**config.mk**
```make
export PLATFORM = sky130hd
export DESIGN_NAME = text_glyph_renderer_2x_flat
export DESIGN_NICKNAME = d
export VERILOG_FILES = /design/src/tgr_pkg.sv /design/src/tgr_if.sv /design/src/tgr_front.sv /design/src/tgr_queue.sv /design/src/tgr_back.sv /design/src/text_glyph_renderer_2x.sv /design/src/flat_wrapper.sv
export SDC_FILE = /design/constraint.sdc
export NUM_CORES = 1
export LEC_CHECK = 0
export ABC_CLOCK_PERIOD_IN_PS = 7700
export BUFFER_PORTS_ARGS = -buffer_cell sky130_fd_sc_hd__buf_2
export CAP_MARGIN = 20
export CORE_MARGIN = 10
export CORE_UTILIZATION = 50
export DETAILED_ROUTE_END_ITERATION = 8
export GPL_ROUTABILITY_DRIVEN = 0
export MAX_ROUTING_LAYER = met4
export PLACE_DENSITY = 0.72
export SLEW_MARGIN = 30
export SYNTH_ARGS = -nofsm -noshare
export SYNTH_HDL_FRONTEND = slang
export SYNTH_SLANG_ARGS = --single-unit
```
**constraint.sdc**
```tcl
create_clock -name clk_i -period 7.7 [get_ports clk_i]
set_clock_uncertainty 0.05 [all_clocks]
set_input_delay 1.54 -clock clk_i [delete_from_list [all_inputs] [get_ports clk_i]]
set_output_delay 1.54 -clock clk_i [all_outputs]
set_load 0.05 [all_outputs]
```
**src/tgr_pkg.sv**
```systemverilog
package tgr_pkg;

  // font geometry
  localparam int GLYPH_COLUMNS = 5;
  localparam int GLYPH_COUNT   = 64;
  localparam int SLOT_W        = (GLYPH_COUNT > 1) ? $clog2(GLYPH_COUNT) : 1;
  localparam int COL_W         = (GLYPH_COLUMNS > 1) ? $clog2(GLYPH_COLUMNS) : 1;

  // run layout: fixed header, then four bytes per font column
  localparam int HEADER_BEATS = 16;
  localparam int RUN_BEATS    = HEADER_BEATS + 4 * GLYPH_COLUMNS;
  localparam int BEAT_W       = $clog2(RUN_BEATS);

  // field widths
  localparam int COL_POS_W  = 5;
  localparam int ROW_POS_W  = 4;
  localparam int CHAR_W     = 8;
  localparam int BYTE_W     = 8;
  localparam int CFG_IDX_W  = 2;
  localparam int CFG_DATA_W = 5;
  localparam int XPIX_W     = 9;

  // job queue between front and back
  localparam int QUEUE_DEPTH = 2;
  localparam int QPTR_W      = (QUEUE_DEPTH > 1) ? $clog2(QUEUE_DEPTH) : 1;
  localparam int QCNT_W      = $clog2(QUEUE_DEPTH + 1);

  // reset values
  localparam logic [COL_POS_W-1:0] LINE_START_RST = 5'd7;
  localparam logic [COL_POS_W-1:0] LINE_END_RST   = 5'd19;
  localparam logic [ROW_POS_W-1:0] TOP_ROW_RST    = 4'd7;

  // input codes
  localparam logic             FUNC_HOME  = 1'b1;
  localparam logic [CHAR_W-1:0] CH_NEWLINE = 8'd10;

  // panel commands
  localparam logic [BYTE_W-1:0] CMD_WIN_Y   = 8'h44;
  localparam logic [BYTE_W-1:0] CMD_WIN_X   = 8'h45;
  localparam logic [BYTE_W-1:0] CMD_CNT_Y   = 8'h4E;
  localparam logic [BYTE_W-1:0] CMD_CNT_X   = 8'h4F;
  localparam logic [BYTE_W-1:0] CMD_WRITE   = 8'h24;
  localparam logic [BYTE_W-1:0] BYTE_BLANK  = 8'hFF;
  localparam logic [XPIX_W-1:0] X_END_OFFS  = 9'd10;

  typedef enum logic [CFG_IDX_W-1:0] {
    CFG_LINE_START = 2'd0,
    CFG_LINE_END   = 2'd1,
    CFG_TOP_ROW    = 2'd2
  } cfg_reg_e;

  typedef struct packed {
    logic [COL_POS_W-1:0] x;
    logic [ROW_POS_W-1:0] y;
    logic                 blank;
    logic [SLOT_W-1:0]    slot;
  } job_t;

  typedef struct packed {
    logic              full;
    logic              empty;
    logic [QCNT_W-1:0] count;
  } q_stat_t;

  typedef struct packed {
    logic              hit;
    logic [SLOT_W-1:0] slot;
  } slot_t;

  localparam logic [BYTE_W-1:0] FONT [GLYPH_COUNT][GLYPH_COLUMNS] = '{
    '{8'h07,8'hdb,8'hdd,8'hdb,8'h07}, '{8'h7d,8'h01,8'h6d,8'h6d,8'h93},
    '{8'h83,8'h7d,8'h7d,8'h7d,8'hbb}, '{8'h7d,8'h01,8'h7d,8'h7d,8'h83},
    '{8'h01,8'h6d,8'h6d,8'h6d,8'h6d}, '{8'h01,8'hed,8'hed,8'hed,8'hfd},
    '{8'h83,8'h7d,8'h7d,8'h6d,8'h0b}, '{8'h01,8'hef,8'hef,8'hef,8'h01},
    '{8'hff,8'h7d,8'h01,8'h7d,8'hff}, '{8'hbf,8'h7f,8'h7d,8'h81,8'hfd},
    '{8'h01,8'hef,8'hd7,8'hbb,8'h7d}, '{8'h01,8'h7f,8'h7f,8'h7f,8'h7f},
    '{8'h01,8'hfb,8'he7,8'hfb,8'h01}, '{8'h01,8'hf7,8'hef,8'hdf,8'h01},
    '{8'h83,8'h7d,8'h7d,8'h7d,8'h83}, '{8'h01,8'hed,8'hed,8'hed,8'hf3},
    '{8'h83,8'h7d,8'h5d,8'hbd,8'h43}, '{8'h01,8'hed,8'hcd,8'had,8'h73},
    '{8'hb3,8'h6d,8'h6d,8'h6d,8'h9b}, '{8'hfd,8'hfd,8'h01,8'hfd,8'hfd},
    '{8'h81,8'h7f,8'h7f,8'h7f,8'h81}, '{8'hc1,8'hbf,8'h7f,8'hbf,8'hc1},
    '{8'h81,8'h7f,8'h8f,8'h7f,8'h81}, '{8'h39,8'hd7,8'hef,8'hd7,8'h39},
    '{8'hf1,8'hef,8'h1f,8'hef,8'hf1}, '{8'h3d,8'h5d,8'h6d,8'h75,8'h79},
    '{8'hbf,8'h57,8'h57,8'h57,8'h0f}, '{8'h01,8'h6f,8'h77,8'h77,8'h8f},
    '{8'h8f,8'h77,8'h77,8'h77,8'hbf}, '{8'h8f,8'h77,8'h77,8'h6f,8'h01},
    '{8'h8f,8'h57,8'h57,8'h57,8'hcf}, '{8'hef,8'h03,8'hed,8'hfd,8'hfb},
    '{8'hef,8'h57,8'h57,8'h57,8'h87}, '{8'h01,8'hef,8'hf7,8'hf7,8'h0f},
    '{8'hff,8'h6f,8'h05,8'h7f,8'hff}, '{8'hbf,8'h7f,8'h77,8'h85,8'hff},
    '{8'h01,8'hdf,8'haf,8'h77,8'hff}, '{8'hff,8'h7d,8'h01,8'h7f,8'hff},
    '{8'h07,8'hf7,8'h0f,8'hf7,8'h0f}, '{8'h07,8'hef,8'hf7,8'hf7,8'h0f},
    '{8'h8f,8'h77,8'h77,8'h77,8'h8f}, '{8'h07,8'hd7,8'hd7,8'hd7,8'hef},
    '{8'hef,8'hd7,8'hd7,8'hd7,8'h07}, '{8'h07,8'hef,8'hf7,8'hf7,8'hef},
    '{8'h6f,8'h57,8'h57,8'h57,8'hbf}, '{8'hfb,8'h81,8'h7b,8'h7f,8'hbf},
    '{8'h87,8'h7f,8'h7f,8'hbf,8'h07}, '{8'hc7,8'hbf,8'h7f,8'hbf,8'hc7},
    '{8'h87,8'h7f,8'h9f,8'h7f,8'h87}, '{8'h77,8'haf,8'hdf,8'haf,8'h77},
    '{8'he7,8'h5f,8'h5f,8'h5f,8'h87}, '{8'h77,8'h37,8'h57,8'h67,8'h77},
    '{8'h83,8'h5d,8'h6d,8'h75,8'h83}, '{8'hff,8'h7b,8'h01,8'h7f,8'hff},
    '{8'h3b,8'h5d,8'h6d,8'h6d,8'h73}, '{8'hbb,8'h7d,8'h6d,8'h6d,8'h93},
    '{8'hcf,8'hd7,8'hdb,8'h01,8'hdf}, '{8'hb1,8'h75,8'h75,8'h75,8'h8d},
    '{8'h87,8'h6b,8'h6d,8'h6d,8'h9f}, '{8'hfd,8'h1d,8'hed,8'hf5,8'hf9},
    '{8'h93,8'h6d,8'h6d,8'h6d,8'h93}, '{8'hf3,8'h6d,8'h6d,8'had,8'hc3},
    '{8'hff,8'hff,8'hd7,8'hff,8'hff}, '{8'hff,8'hff,8'hff,8'hff,8'hff}
  };

  // ascii code to font slot
  function automatic slot_t glyph_slot(input logic [CHAR_W-1:0] ch);
    logic [CHAR_W-1:0] s;
    logic              hit;
    slot_t             r;
    s   = '0;
    hit = 1'b0;
    if (ch >= 8'h41 && ch <= 8'h5A) begin
      s   = ch - 8'h41;
      hit = 1'b1;
    end else if (ch >= 8'h61 && ch <= 8'h7A) begin
      s   = ch - 8'h61 + 8'd26;
      hit = 1'b1;
    end else if (ch >= 8'h30 && ch <= 8'h39) begin
      s   = ch - 8'h30 + 8'd52;
      hit = 1'b1;
    end else if (ch == 8'h3A) begin
      s   = 8'd62;
      hit = 1'b1;
    end else if (ch == 8'h20) begin
      s   = 8'd63;
      hit = 1'b1;
    end
    if (32'(s) >= GLYPH_COUNT) begin
      hit = 1'b0;
    end
    r.hit  = hit;
    r.slot = SLOT_W'(s);
    return r;
  endfunction

  // each nibble bit becomes two adjacent bits
  function automatic logic [BYTE_W-1:0] double_nibble(input logic [3:0] n);
    logic [BYTE_W-1:0] r;
    r = '0;
    for (int i = 0; i < 4; i++) begin
      r[2*i]   = n[i];
      r[2*i+1] = n[i];
    end
    return r;
  endfunction

endpackage

```
**src/tgr_if.sv**
```systemverilog
interface tgr_in_if;
  logic                          valid;
  logic                          ready;
  logic                          func;
  logic [tgr_pkg::CHAR_W-1:0]    char_code;

  modport source (output valid, func, char_code, input ready);
  modport sink   (input valid, func, char_code, output ready);
endinterface

interface tgr_out_if;
  logic                          valid;
  logic                          ready;
  logic                          is_command;
  logic [tgr_pkg::BYTE_W-1:0]    byte_value;
  logic                          last;

  modport source (output valid, is_command, byte_value, last, input ready);
  modport sink   (input valid, is_command, byte_value, last, output ready);
endinterface

interface tgr_cfg_if;
  logic                            valid;
  logic                            ready;
  logic [tgr_pkg::CFG_IDX_W-1:0]   index;
  logic [tgr_pkg::CFG_DATA_W-1:0]  data;

  modport source (output valid, index, data, input ready);
  modport sink   (input valid, index, data, output ready);
endinterface

```
**src/tgr_front.sv**
```systemverilog
module tgr_front (
  input  logic              clk_i,
  input  logic              rst_ni,
  tgr_in_if.sink            in_ch,
  tgr_cfg_if.sink           cfg_ch,
  input  tgr_pkg::q_stat_t  q_stat_i,
  output logic              push_o,
  output tgr_pkg::job_t     job_o
);

  logic [tgr_pkg::COL_POS_W-1:0] line_start_q, line_end_q, col_q, col_d;
  logic [tgr_pkg::ROW_POS_W-1:0] top_row_q, row_q, row_d, row_adv;
  logic [tgr_pkg::COL_POS_W:0]   col_inc;
  logic                          wrap, accept, is_nl;
  tgr_pkg::slot_t                slot;

  assign cfg_ch.ready = 1'b1;
  assign in_ch.ready  = !q_stat_i.full;
  assign accept       = in_ch.valid && in_ch.ready;
  assign is_nl        = in_ch.char_code == tgr_pkg::CH_NEWLINE;

  always_ff @(posedge clk_i or negedge rst_ni) begin
    if (!rst_ni) begin
      line_start_q <= tgr_pkg::LINE_START_RST;
      line_end_q   <= tgr_pkg::LINE_END_RST;
      top_row_q    <= tgr_pkg::TOP_ROW_RST;
    end else if (cfg_ch.valid) begin
      case (tgr_pkg::cfg_reg_e'(cfg_ch.index))
        tgr_pkg::CFG_LINE_START: line_start_q <= cfg_ch.data;
        tgr_pkg::CFG_LINE_END:   line_end_q   <= cfg_ch.data;
        tgr_pkg::CFG_TOP_ROW:    top_row_q    <= tgr_pkg::ROW_POS_W'(cfg_ch.data);
        default: ;
      endcase
    end
  end

  // one column step, wrapping to the next row past the line end
  assign col_inc = {1'b0, col_q} + 1'b1;
  assign wrap    = col_inc > {1'b0, line_end_q};
  assign row_adv = !wrap ? row_q : ((row_q == '0) ? top_row_q : row_q - 1'b1);

  always_comb begin
    col_d = col_q;
    row_d = row_q;
    if (accept) begin
      if (in_ch.func == tgr_pkg::FUNC_HOME) begin
        col_d = line_start_q;
        row_d = top_row_q;
      end else begin
        col_d = wrap ? line_start_q : col_inc[tgr_pkg::COL_POS_W-1:0];
        row_d = row_adv;
        if (is_nl) begin
          col_d = line_start_q;
          row_d = (row_adv == '0) ? top_row_q : row_adv - 1'b1;
        end
      end
    end
  end

  always_ff @(posedge clk_i or negedge rst_ni) begin
    if (!rst_ni) begin
      col_q <= tgr_pkg::LINE_START_RST;
      row_q <= tgr_pkg::TOP_ROW_RST;
    end else begin
      col_q <= col_d;
      row_q <= row_d;
    end
  end

  assign slot        = tgr_pkg::glyph_slot(in_ch.char_code);
  assign push_o      = accept && (in_ch.func != tgr_pkg::FUNC_HOME) && !is_nl;
  assign job_o.x     = col_q;
  assign job_o.y     = row_q;
  assign job_o.blank = !slot.hit;
  assign job_o.slot  = slot.slot;

endmodule

```
**src/tgr_queue.sv**
```systemverilog
module tgr_queue (
  input  logic              clk_i,
  input  logic              rst_ni,
  input  logic              push_i,
  input  tgr_pkg::job_t     job_i,
  input  logic              pop_i,
  output tgr_pkg::job_t     job_o,
  output tgr_pkg::q_stat_t  stat_o
);

  tgr_pkg::job_t                 entry_q [tgr_pkg::QUEUE_DEPTH];
  logic [tgr_pkg::QPTR_W-1:0]    wr_q, rd_q;
  logic [tgr_pkg::QCNT_W-1:0]    cnt_q;

  function automatic logic [tgr_pkg::QPTR_W-1:0] ptr_next(
    input logic [tgr_pkg::QPTR_W-1:0] p);
    logic [tgr_pkg::QPTR_W-1:0] r;
    r = (32'(p) == tgr_pkg::QUEUE_DEPTH - 1) ? '0 : p + 1'b1;
    return r;
  endfunction

  always_ff @(posedge clk_i) begin
    if (push_i) begin
      entry_q[wr_q] <= job_i;
    end
  end

  always_ff @(posedge clk_i or negedge rst_ni) begin
    if (!rst_ni) begin
      wr_q  <= '0;
      rd_q  <= '0;
      cnt_q <= '0;
    end else begin
      if (push_i) begin
        wr_q <= ptr_next(wr_q);
      end
      if (pop_i) begin
        rd_q <= ptr_next(rd_q);
      end
      if (push_i && !pop_i) begin
        cnt_q <= cnt_q + 1'b1;
      end else if (pop_i && !push_i) begin
        cnt_q <= cnt_q - 1'b1;
      end
    end
  end

  assign job_o        = entry_q[rd_q];
  assign stat_o.count = cnt_q;
  assign stat_o.full  = 32'(cnt_q) == tgr_pkg::QUEUE_DEPTH;
  assign stat_o.empty = cnt_q == '0;

endmodule

```
**src/tgr_back.sv**
```systemverilog
module tgr_back (
  input  logic              clk_i,
  input  logic              rst_ni,
  input  tgr_pkg::job_t     job_i,
  input  tgr_pkg::q_stat_t  q_stat_i,
  output logic              pop_o,
  tgr_out_if.source         out_ch
);

  tgr_pkg::job_t                 job_q;
  logic                          active_q;
  logic [tgr_pkg::BEAT_W-1:0]    beat_q, gbeat;
  logic                          out_valid_q, out_cmd_q, out_last_q;
  logic [tgr_pkg::BYTE_W-1:0]    out_byte_q;
  logic                          adv, last_beat, cmd;
  logic [tgr_pkg::BYTE_W-1:0]    byte_v, y2, colbyte, glyph_byte;
  logic [tgr_pkg::XPIX_W-1:0]    x12, x12e;
  logic [tgr_pkg::COL_W-1:0]     gcol;

  assign adv       = active_q && (!out_valid_q || out_ch.ready);
  assign last_beat = 32'(beat_q) == tgr_pkg::RUN_BEATS - 1;
  assign pop_o     = !q_stat_i.empty && (!active_q || (adv && last_beat));

  always_ff @(posedge clk_i or negedge rst_ni) begin
    if (!rst_ni) begin
      active_q <= 1'b0;
      beat_q   <= '0;
    end else if (pop_o) begin
      active_q <= 1'b1;
      beat_q   <= '0;
    end else if (adv) begin
      active_q <= !last_beat;
      beat_q   <= beat_q + 1'b1;
    end
  end

  always_ff @(posedge clk_i) begin
    if (pop_o) begin
      job_q <= job_i;
    end
  end

  // 12x and 12x+10 as shifts, adds and a subtraction
  assign x12  = {2'b0, job_q.x, 2'b0} + {1'b0, job_q.x, 3'b0}
              - {2'b0, job_q.x, 2'b0} + {2'b0, job_q.x, 2'b0};
  assign x12e = x12 + tgr_pkg::X_END_OFFS;
  assign y2   = tgr_pkg::BYTE_W'({job_q.y, 1'b0});

  // glyph part: four bytes per column, high then low nibble, twice
  assign gbeat      = beat_q - tgr_pkg::BEAT_W'(tgr_pkg::HEADER_BEATS);
  assign gcol       = tgr_pkg::COL_W'(gbeat >> 2);
  assign colbyte    = job_q.blank ? tgr_pkg::BYTE_BLANK : tgr_pkg::FONT[job_q.slot][gcol];
  assign glyph_byte = gbeat[0] ? tgr_pkg::double_nibble(colbyte[3:0])
                               : tgr_pkg::double_nibble(colbyte[7:4]);

  always_comb begin
    cmd    = 1'b0;
    byte_v = glyph_byte;
    case (beat_q)
      6'd0:  begin cmd = 1'b1; byte_v = tgr_pkg::CMD_WIN_Y; end
      6'd1:  byte_v = y2;
      6'd2:  byte_v = y2 | 8'd1;
      6'd3:  begin cmd = 1'b1; byte_v = tgr_pkg::CMD_WIN_X; end
      6'd4:  byte_v = x12[7:0];
      6'd5:  byte_v = {7'b0, x12[8]};
      6'd6:  byte_v = x12e[7:0];
      6'd7:  byte_v = {7'b0, x12e[8]};
      6'd8:  begin cmd = 1'b1; byte_v = tgr_pkg::CMD_CNT_Y; end
      6'd9:  byte_v = y2;
      6'd10: begin cmd = 1'b1; byte_v = tgr_pkg::CMD_CNT_X; end
      6'd11: byte_v = x12[7:0];
      6'd12: byte_v = {7'b0, x12[8]};
      6'd13: begin cmd = 1'b1; byte_v = tgr_pkg::CMD_WRITE; end
      6'd14: byte_v = tgr_pkg::BYTE_BLANK;
      6'd15: byte_v = tgr_pkg::BYTE_BLANK;
      default: ;
    endcase
  end

  always_ff @(posedge clk_i or negedge rst_ni) begin
    if (!rst_ni) begin
      out_valid_q <= 1'b0;
    end else if (adv) begin
      out_valid_q <= 1'b1;
    end else if (out_ch.ready) begin
      out_valid_q <= 1'b0;
    end
  end

  always_ff @(posedge clk_i) begin
    if (adv) begin
      out_cmd_q  <= cmd;
      out_byte_q <= byte_v;
      out_last_q <= last_beat;
    end
  end

  assign out_ch.valid      = out_valid_q;
  assign out_ch.is_command = out_cmd_q;
  assign out_ch.byte_value = out_byte_q;
  assign out_ch.last       = out_last_q;

endmodule

```
**src/text_glyph_renderer_2x.sv**
```systemverilog
// draw item: 36 beats, one per cycle when the sink keeps ready high; an item goes
// through queue entry, job register, then output register to give its first beat
// the single-byte output sequencer handles one draw item at a time
// home and newline items only move the cursor and give no beats
// reset: asynchronous active low; cursor to column 7 row 7, line start 7, line end 19,
// top row 7; queue and output emptied
module text_glyph_renderer_2x (
  input  logic       clk_i,
  input  logic       rst_ni,
  tgr_in_if.sink     in_ch,
  tgr_cfg_if.sink    cfg_ch,
  tgr_out_if.source  out_ch
);

  // front to queue
  logic              push;
  tgr_pkg::job_t     push_job;

  // queue to back
  logic              pop;
  tgr_pkg::job_t     head_job;
  tgr_pkg::q_stat_t  q_stat;

  // front: config registers, cursor update, glyph lookup; stalls only on a full queue
  tgr_front u_front (
    .clk_i    (clk_i),
    .rst_ni   (rst_ni),
    .in_ch    (in_ch),
    .cfg_ch   (cfg_ch),
    .q_stat_i (q_stat),
    .push_o   (push),
    .job_o    (push_job)
  );

  // short job queue so the front keeps taking items while a run drains
  tgr_queue u_queue (
    .clk_i  (clk_i),
    .rst_ni (rst_ni),
    .push_i (push),
    .job_i  (push_job),
    .pop_i  (pop),
    .job_o  (head_job),
    .stat_o (q_stat)
  );

  // back: beat sequencer and output register, next job loaded on the last beat
  tgr_back u_back (
    .clk_i    (clk_i),
    .rst_ni   (rst_ni),
    .job_i    (head_job),
    .q_stat_i (q_stat),
    .pop_o    (pop),
    .out_ch   (out_ch)
  );

`ifndef SYNTHESIS
  // queue never overfills
  a_queue_bound: assert property (@(posedge clk_i) disable iff (!rst_ni)
    32'(q_stat.count) <= tgr_pkg::QUEUE_DEPTH)
    else $error("job queue overflow");

  // no pop from an empty queue and no push into a full one
  a_queue_use: assert property (@(posedge clk_i) disable iff (!rst_ni)
    !(pop && q_stat.empty) && !(push && q_stat.full))
    else $error("job queue misuse");

  // output only goes valid at the start of a run
  a_run_start: assert property (@(posedge clk_i) disable iff (!rst_ni)
    $rose(out_ch.valid) |-> out_ch.is_command && out_ch.byte_value == tgr_pkg::CMD_WIN_Y)
    else $error("run started mid sequence");

  // the closing beat of a run is glyph data
  a_last_data: assert property (@(posedge clk_i) disable iff (!rst_ni)
    out_ch.valid && out_ch.last |-> !out_ch.is_command)
    else $error("last flag on a command beat");
`endif

endmodule

```
**src/flat_wrapper.sv**
```systemverilog
// flat-port wrapper written by rule: the top's interface ports become plain ports
module text_glyph_renderer_2x_flat 
  (clk_i, rst_ni, in_ch_valid, in_ch_func, in_ch_char_code, in_ch_ready, cfg_ch_valid, cfg_ch_index, cfg_ch_data, cfg_ch_ready, out_ch_valid, out_ch_is_command, out_ch_byte_value, out_ch_last, out_ch_ready);
  tgr_in_if in_ch_i ();
  tgr_cfg_if cfg_ch_i ();
  tgr_out_if out_ch_i ();
  input  logic clk_i;
  input  logic rst_ni;
  input wire logic [$bits(in_ch_i.valid)-1:0] in_ch_valid;
  input wire logic [$bits(in_ch_i.func)-1:0] in_ch_func;
  input wire logic [$bits(in_ch_i.char_code)-1:0] in_ch_char_code;
  output wire logic [$bits(in_ch_i.ready)-1:0] in_ch_ready;
  input wire logic [$bits(cfg_ch_i.valid)-1:0] cfg_ch_valid;
  input wire logic [$bits(cfg_ch_i.index)-1:0] cfg_ch_index;
  input wire logic [$bits(cfg_ch_i.data)-1:0] cfg_ch_data;
  output wire logic [$bits(cfg_ch_i.ready)-1:0] cfg_ch_ready;
  output wire logic [$bits(out_ch_i.valid)-1:0] out_ch_valid;
  output wire logic [$bits(out_ch_i.is_command)-1:0] out_ch_is_command;
  output wire logic [$bits(out_ch_i.byte_value)-1:0] out_ch_byte_value;
  output wire logic [$bits(out_ch_i.last)-1:0] out_ch_last;
  input wire logic [$bits(out_ch_i.ready)-1:0] out_ch_ready;
  assign in_ch_i.valid = in_ch_valid;
  assign in_ch_i.func = in_ch_func;
  assign in_ch_i.char_code = in_ch_char_code;
  assign in_ch_ready = in_ch_i.ready;
  assign cfg_ch_i.valid = cfg_ch_valid;
  assign cfg_ch_i.index = cfg_ch_index;
  assign cfg_ch_i.data = cfg_ch_data;
  assign cfg_ch_ready = cfg_ch_i.ready;
  assign out_ch_valid = out_ch_i.valid;
  assign out_ch_is_command = out_ch_i.is_command;
  assign out_ch_byte_value = out_ch_i.byte_value;
  assign out_ch_last = out_ch_i.last;
  assign out_ch_i.ready = out_ch_ready;
  text_glyph_renderer_2x u_core (.clk_i(clk_i), .rst_ni(rst_ni), .in_ch(in_ch_i), .cfg_ch(cfg_ch_i), .out_ch(out_ch_i));
endmodule
```
== Word-level counts from Yosys, hierarchy flattened ==
Memory sizes are Yosys's and may differ from the RTL's. A register that Yosys moved wholly into a read port is not among the register bits.
Cells that the tools add are included.

* Input port bits: 21
* ROM bits: 2,560
* Memories: 2
* Bits in registers: 45
* Bits in writable memories: 32
* Logic and storage cells: 147

* Add/sub/neg operators: 18
* Reduce and logical (&&, ||, !) cells: 38
* Bitwise operators: 3
* Muxes and demuxes: 40
* Eq/ne operators: 22
* $lt $le $gt $ge: 10

{| class="wikitable"
|+ Memory list
! name !! depth !! width !! rd ports !! clocked after memory_dff !! write ports !! RTL line !! RTL
|-
| (no name shown) || 64 || 40 || 1 || 0 || 0 || tgr_back.sv:52 || <nowiki>assign colbyte = job_q.blank ? tgr_pkg::BYTE_BLANK : tgr_pkg::FONT[job_q.slot][gcol];</nowiki>
|-
| u_core.u_queue.entry_q || 2 || 16 || 1 || 1 || 1 || tgr_queue.sv:11 || <nowiki>tgr_pkg::job_t entry_q [tgr_pkg::QUEUE_DEPTH];</nowiki>
|}

{| class="wikitable"
|+ Operators with widths
! operator !! number
|-
| one-hot mux 8 bit (12 select lines) || 1
|-
| two-way mux 40 bit || 2
|-
| two-way mux 8 bit || 7
|-
| equality test 6 x 4 -> 1 bit, second input constant || 8
|-
| binary-select mux 8 bit (select 3 bit) || 1
|-
| equality test 6 x 3 -> 1 bit, second input constant || 4
|-
| >= comparator 8 x 7 -> 1 bit, second input constant || 3
|-
| two-way mux 6 bit || 4
|-
| two-way mux 4 bit || 5
|-
| equality test 8 x 6 -> 1 bit, second input constant || 2
|-
| <= comparator 8 x 7 -> 1 bit, second input constant || 2
|-
| subtractor 8 x 7 -> 8 bit, second input constant || 2
|-
| two-way mux 1 bit || 15
|-
| two-way mux 5 bit || 3
|-
| equality test 6 x 2 -> 1 bit, second input constant || 2
|-
| logical AND 1 bit || 11
|-
| adder 7 x 8 -> 9 bit || 1
|-
| adder 9 x 4 -> 9 bit, second input constant || 1
|-
| adder 9 x 7 -> 9 bit || 1
|-
| logical NOT 1 bit || 9
|-
| subtractor 9 x 7 -> 9 bit || 1
|-
| adder 8 x 5 -> 8 bit, second input constant || 1
|-
| adder 8 x 6 -> 8 bit, second input constant || 1
|-
| equality test 8 x 4 -> 1 bit, second input constant || 1
|-
| 29 further kinds || 43
|}

== Logic depth before layout (Yosys ltp) ==
* Depth after elaboration: 10
* Mapped depth: 15

== By module ==
Synthesis repeated with hierarchy kept, for this count alone.

* Cells, all modules: 984
* Area, all modules: 8,765.9 µm²

{| class="wikitable"
|+ Modules (own cells, without submodules)
! module !! area each (µm²) !! times used !! cells an instance !! seq. area each (µm²)
|-
| tgr_back || 5,212.5 || 1 || 665 || 980.9
|-
| tgr_front || 2,160.8 || 1 || 253 || 594.3
|-
| tgr_queue || 1,392.6 || 1 || 66 || 1,061.0
|}

== Worst setup path after synthesis ==
Ideal clock, no wire load.

* Path type: in2reg
* Start point: input port in_ch_char_code[2]
* End point: memory u_core.u_queue.entry_q[0][0] (netlist bit), enable pin
* Stages: 8
* Path buffers: 1
* Setup slack: 3,943 ps
* Arrival time: 3,319 ps
* Data required time: 7,262 ps
* Cells stage by stage: clkbuf_1 inv_1 ha_1 nand2_1 nor4b_2 nor2_1 nand2_1 nor2_1

* Longest elaborated chain between the ends: 5

{| class="wikitable"
|+ RTL lines
! item !! RTL line !! RTL
|-
| from (decl) || flat_wrapper.sv:11 || <nowiki>input wire logic [$bits(in_ch_i.char_code)-1:0] in_ch_char_code;</nowiki>
|-
| equality test 8 x 4 -> 1 bit || tgr_front.sv:20 || <nowiki>assign is_nl = in_ch.char_code == tgr_pkg::CH_NEWLINE;</nowiki>
|-
| logical NOT 1 bit || tgr_front.sv:71 || <nowiki>assign push_o = accept && (in_ch.func != tgr_pkg::FUNC_HOME) && !is_nl;</nowiki>
|-
| logical AND 1 bit || tgr_front.sv:71 ||
|-
| two-way mux 1 bit || tgr_queue.sv:23 || <nowiki>if (push_i) begin</nowiki>
|-
| two-way mux 1 bit (implied by the code) || tgr_queue.sv:24 || <nowiki>entry_q[wr_q] <= job_i;</nowiki>
|-
| to (decl) || tgr_queue.sv:11 ||
|}

No other way between the ends.

== Worst setup path after layout ==
* Start point: register, netlist name u_core.u_back.job_q[2]
* End point: register u_core.u_back.out_byte_q, in the netlist u_core.u_back.out_ch.byte_value[2] (data pin)

* Longest elaborated chain between the ends: 10

{| class="wikitable"
|+ RTL lines
! item !! RTL line !! RTL
|-
| inverter 6 -> 7 bit (implied by the code) || tgr_back.sv:52 ||
|-
| memory read (64 x 40 bit) || n/a ||
|-
| two-way mux 40 bit (implied by the code) (2 in a row) || tgr_back.sv:52 ||
|-
| binary-select mux 8 bit (select 3 bit) || tgr_back.sv:52 ||
|-
| two-way mux 8 bit (implied by the code) (2 in a row) || tgr_back.sv:52 ||
|-
| two-way mux 8 bit || tgr_back.sv:52 ||
|-
| two-way mux 8 bit || tgr_back.sv:53 || <nowiki>assign glyph_byte = gbeat[0] ? tgr_pkg::double_nibble(colbyte[3:0])</nowiki>
|-
| one-hot mux 8 bit (12 select lines) || tgr_back.sv:59 || <nowiki>case (beat_q)</nowiki>
|-
| named net u_core.u_back.byte_v (one bit) || tgr_back.sv:16 || <nowiki>logic [tgr_pkg::BYTE_W-1:0] byte_v, y2, colbyte, glyph_byte;</nowiki>
|-
| to (signal assigned) || tgr_back.sv:93 || <nowiki>out_byte_q <= byte_v;</nowiki>
|-
| to (decl) || tgr_back.sv:14 || <nowiki>logic [tgr_pkg::BYTE_W-1:0] out_byte_q;</nowiki>
|}

The timed path passes the listed nets, and every way through them passes these cells. The select of a mux whose other input is x is not followed.
A chain may end at the register's enable or synchronous reset.

==> parameters.txt <==
Parameter                              Value

Job
  Max-cap violations    0

Timing
  Final critical-path share of the clock period    0.524
  Max Transition Viols Final    0
  Unrepaired setup endpoints after global routing    no
  Worst Max-Slew Pin Slew    943 ps
  Final setup violation count    0
  Highest clock rate    0.248 GHz
  Fin crit period    4030 ps
  Setup TNS after final layout    0 ps
  Final Worst Setup Slack    3670 ps
  Headroom to the max-slew limit    0.370
  Count of endpoints failing hold in the final timing report    0

Place
  Post-place setup slack    3820 ps
  Count of buffers inserted at the top-level ports    32
  Dpl hpwl    17.1 mm

Logic synthesis
  Count of flip-flops with a built-in enable after synthesis    58
  Synthesis-stage register bit count    93
  Warnings, synthesis    0
  Mapped Area    8430 um2
  Proportion of register bits with asynchronous set or reset after synthesis    0.376
  Net count of the mapped netlist    1,037
  Most used flip-flop cell after synthesis    sky130_fd_sc_hd__edfxtp_1
  Sequential area share after synthesis    0.313
  Number of unique standard cell types used by synthesis    92
  Post-synthesis average cell area    8.69 um2
  Post-synthesis instance total    970

Floorplanning
  Top-Level Pins    34
  Y dimension of the die    150 um
  Effective utilization at floorplan    0.510
  Die X    150 um
  Die Footprint    22,400 um2
  CORE AREA    16,500 um2
  Number of rows in the core area    47

Run status
  Status    finished clean

Route
  Highest routed layer    met4
  Amount of wire on met2 after detailed routing    10.2 mm
  Detailed Route Iter0 Violations    1,270
  Number of nets with antenna violations after routing    0
  Detailed-route via count    8,052
  Average vias per placed instance    6.82
  Average wire per cell in the routed design    20.7 um
  Length of routed wiring on met1    10.1 mm
  Total wirelength of the detailed-routed design    24.5 mm
  Total DRC errors in the routed layout    0
  Total length of routed met3 wires    2.82 mm
  DR pass1 iterations    6

Clock tree
  Total number of H-tree levels    3
  Root buf cell    sky130_fd_sc_hd__clkbuf_16
  Bufs on Longest Clock Path    2
  Number of buffers created by CTS    9
  Clock transition at the register clock pins on the worst setup and hold paths after CTS    60 ps
  Clock latency on the worst-skew pair    340 ps
  CTS tree    built
  CTS resizes    0
  Post-CTS repair timing setup buffer count    0
  Hold Buf Count CTS    0
  Clk sink count    93

GRT
  Total gr overflow    0
  Number of global-route vias before repair    7,484
  Wire length of the first global-routing pass    39.0 mm
  Number of antenna violations at the first check in global routing    0
  GRT Resource Usage Total    0.219
  Largest net degree at the start of global routing    89

Min path
  Class of the most critical hold timing path    reg -> reg

Layout
  Multi-input gate area    5280 um2
  Layout overhead on the synthesized area    5.43%
  Commonest cells after routing, fill and taps aside    sky130_fd_sc_hd__a21oi_1, sky130_fd_sc_hd__nand2_1, sky130_fd_sc_hd__nor2_1, sky130_fd_sc_hd__o21ai_0, sky130_fd_sc_hd__edfxtp_1
  Sequential cell area    2640 um2
  Net count of the finished layout    1,023
  Antenna diodes    0
  Commonest non-fill, non-tap cell in the layout    sky130_fd_sc_hd__a21oi_1
  Fraction of final layout cells sized beyond drive strength 1    0.145
  Count of fill cells added during filler insertion    1,527

Worst setup path
  Data arrival, critical path    4020 ps
  Critical Path Fanout Max    82
  Nature of the critical path endpoint    flip-flop
  Worst Path Required    7690 ps
  Crit start category    flip-flop
  Type of the worst setup path    reg -> reg

Power and ir drop
  Maximum ir drop on the vdd rail    266 uV
  P_leak    3.28 nW
  Power per cell area    276 nW/um2
  Total power after layout    2.45 mW
[cell usage after synthesis (all sizes together), types with 6 or more instances]
cell     number  area (um2)
nor3b         9        72.6
o311ai        8        70.1
a22oi         7        52.6
a2111oi       6        77.6
o2111ai       9        78.8
or3           7        43.8
xnor2        18         158
nand4        12        75.1
ha           46         576
inv          37         139
a21oi        74         374
a311oi        7        67.6
o31ai        13        97.6
a211oi       22         170
dfrtp        20         500
o21ai        68         340
o221ai        7        61.3
clkbuf       34         129
edfxtp       58        1740
a21o          7        52.6
xor2          8        70.1
mux2         33         375
o211ai       14         105
nor3         19        95.1
nand2        72         275
or2           8        50.1
o22ai         7        43.8
nor2         68         258
and2         10        62.6
dfstp        15         394
mux2i        12         120
a31oi        19         119
nor2b        23         144
and3          9        61.3
a221oi        8        76.3
nand3        37         190
buf          36         238
nand2b       33         206
[power by group]
part | total [mW] | internal, mW | switching (mW)
Clock | 0.428 | 0.251 | 0.177
Combinational | 1.17 | 0.430 | 0.736
Sequential | 0.855 | 0.709 | 0.146
[logic make-up after synthesis]
kind of cell,synth area share
buffers and inverters,0.0613
multiplexers,0.0722
flip-flops,0.313
XOR/XNOR,0.0270
other,0.000445
AND/OR/NAND/NOR,0.199
AO/OA/AOI/OAI,0.259
adder cells (fa/ha/maj),0.0683
[sequential cells by signal, indices dropped and copies added (netlist names)]
signal	count
u_core.u_queue.entry_q	32
u_core.u_queue.rd_q	1
u_core.u_back.out_ch.last	1
u_core.u_front.line_end_q	5
u_core.u_front.row_q	4
u_core.u_front.top_row_q	4
u_core.u_back.active_q	1
u_core.u_queue.cnt_q	2
u_core.u_front.line_start_q	5
u_core.u_front.col_q	5
u_core.u_back.out_ch.byte_value	8
u_core.u_back.beat_q	6
u_core.u_back.job_q	16
u_core.u_queue.wr_q	1
u_core.u_back.out_ch.valid	1
u_core.u_back.out_ch.is_command	1
[layer usage]
layer | up-vias | global-route usage
li1 | 3640 | -
met1 | 3748 | 0.283
met2 | 535 | 0.308
met3 | 129 | 0.0553
met4 | 0 | 0.114
met5 | - | -
[through the flow]
stage          std cells  instance area (um2)  hold slack, ps   util
2_1_floorplan        970                 8430             390      -
3_3_place_gp        1165                 8590             434  0.520
3_5_place_dp        1165                 8590             439  0.520
4_1_cts             1181                 8890             448  0.538
5_1_grt             1181                 8890             466  0.538
6_report            1181                 8890             452  0.538
[critical path, stage by stage (launching register included)]
cell	delay [ps]
sky130_fd_sc_hd__edfxtp_1	330
sky130_fd_sc_hd__buf_4	590
sky130_fd_sc_hd__clkinv_1	600
sky130_fd_sc_hd__ha_1	430
sky130_fd_sc_hd__or3b_1	420
sky130_fd_sc_hd__o21ai_0	100
sky130_fd_sc_hd__o21ai_0	130
sky130_fd_sc_hd__a311oi_1	410
sky130_fd_sc_hd__o211ai_1	150
sky130_fd_sc_hd__o221ai_1	290
sky130_fd_sc_hd__o2111ai_1	180
[path summary, 6_finish.rpt]
path                                                      end  cells after the start  slack, ps                    start
setup reg to reg           u_core.u_back.out_ch.byte_value[2]                     10       3670   u_core.u_back.job_q[2]
min in group asynchronous          u_core.u_back.out_ch.valid                      1       1230                   rst_ni
max in group asynchronous             u_core.u_back.beat_q[3]                      1       5880                   rst_ni
hold reg to reg                       u_core.u_queue.cnt_q[1]                      1        450  u_core.u_queue.cnt_q[1]
hold / removal                        u_core.u_queue.cnt_q[1]                      1        450  u_core.u_queue.cnt_q[1]
setup / recovery           u_core.u_back.out_ch.byte_value[2]                     10       3670   u_core.u_back.job_q[2]
[cell type report]
| cell class | instances | share of cell area |
|---|---|---|
| multi-input cells | 767 | 0.594 |
| flip-flops and latches | 93 | 0.297 |
| well taps | 220 | 0.0310 |
| repair buffers | 45 | 0.0290 |
| clock buffers | 10 | 0.0258 |
| inverters | 40 | 0.0169 |
| clock inverters | 6 | 0.00704 |
(Power assumes the default switching activity.)
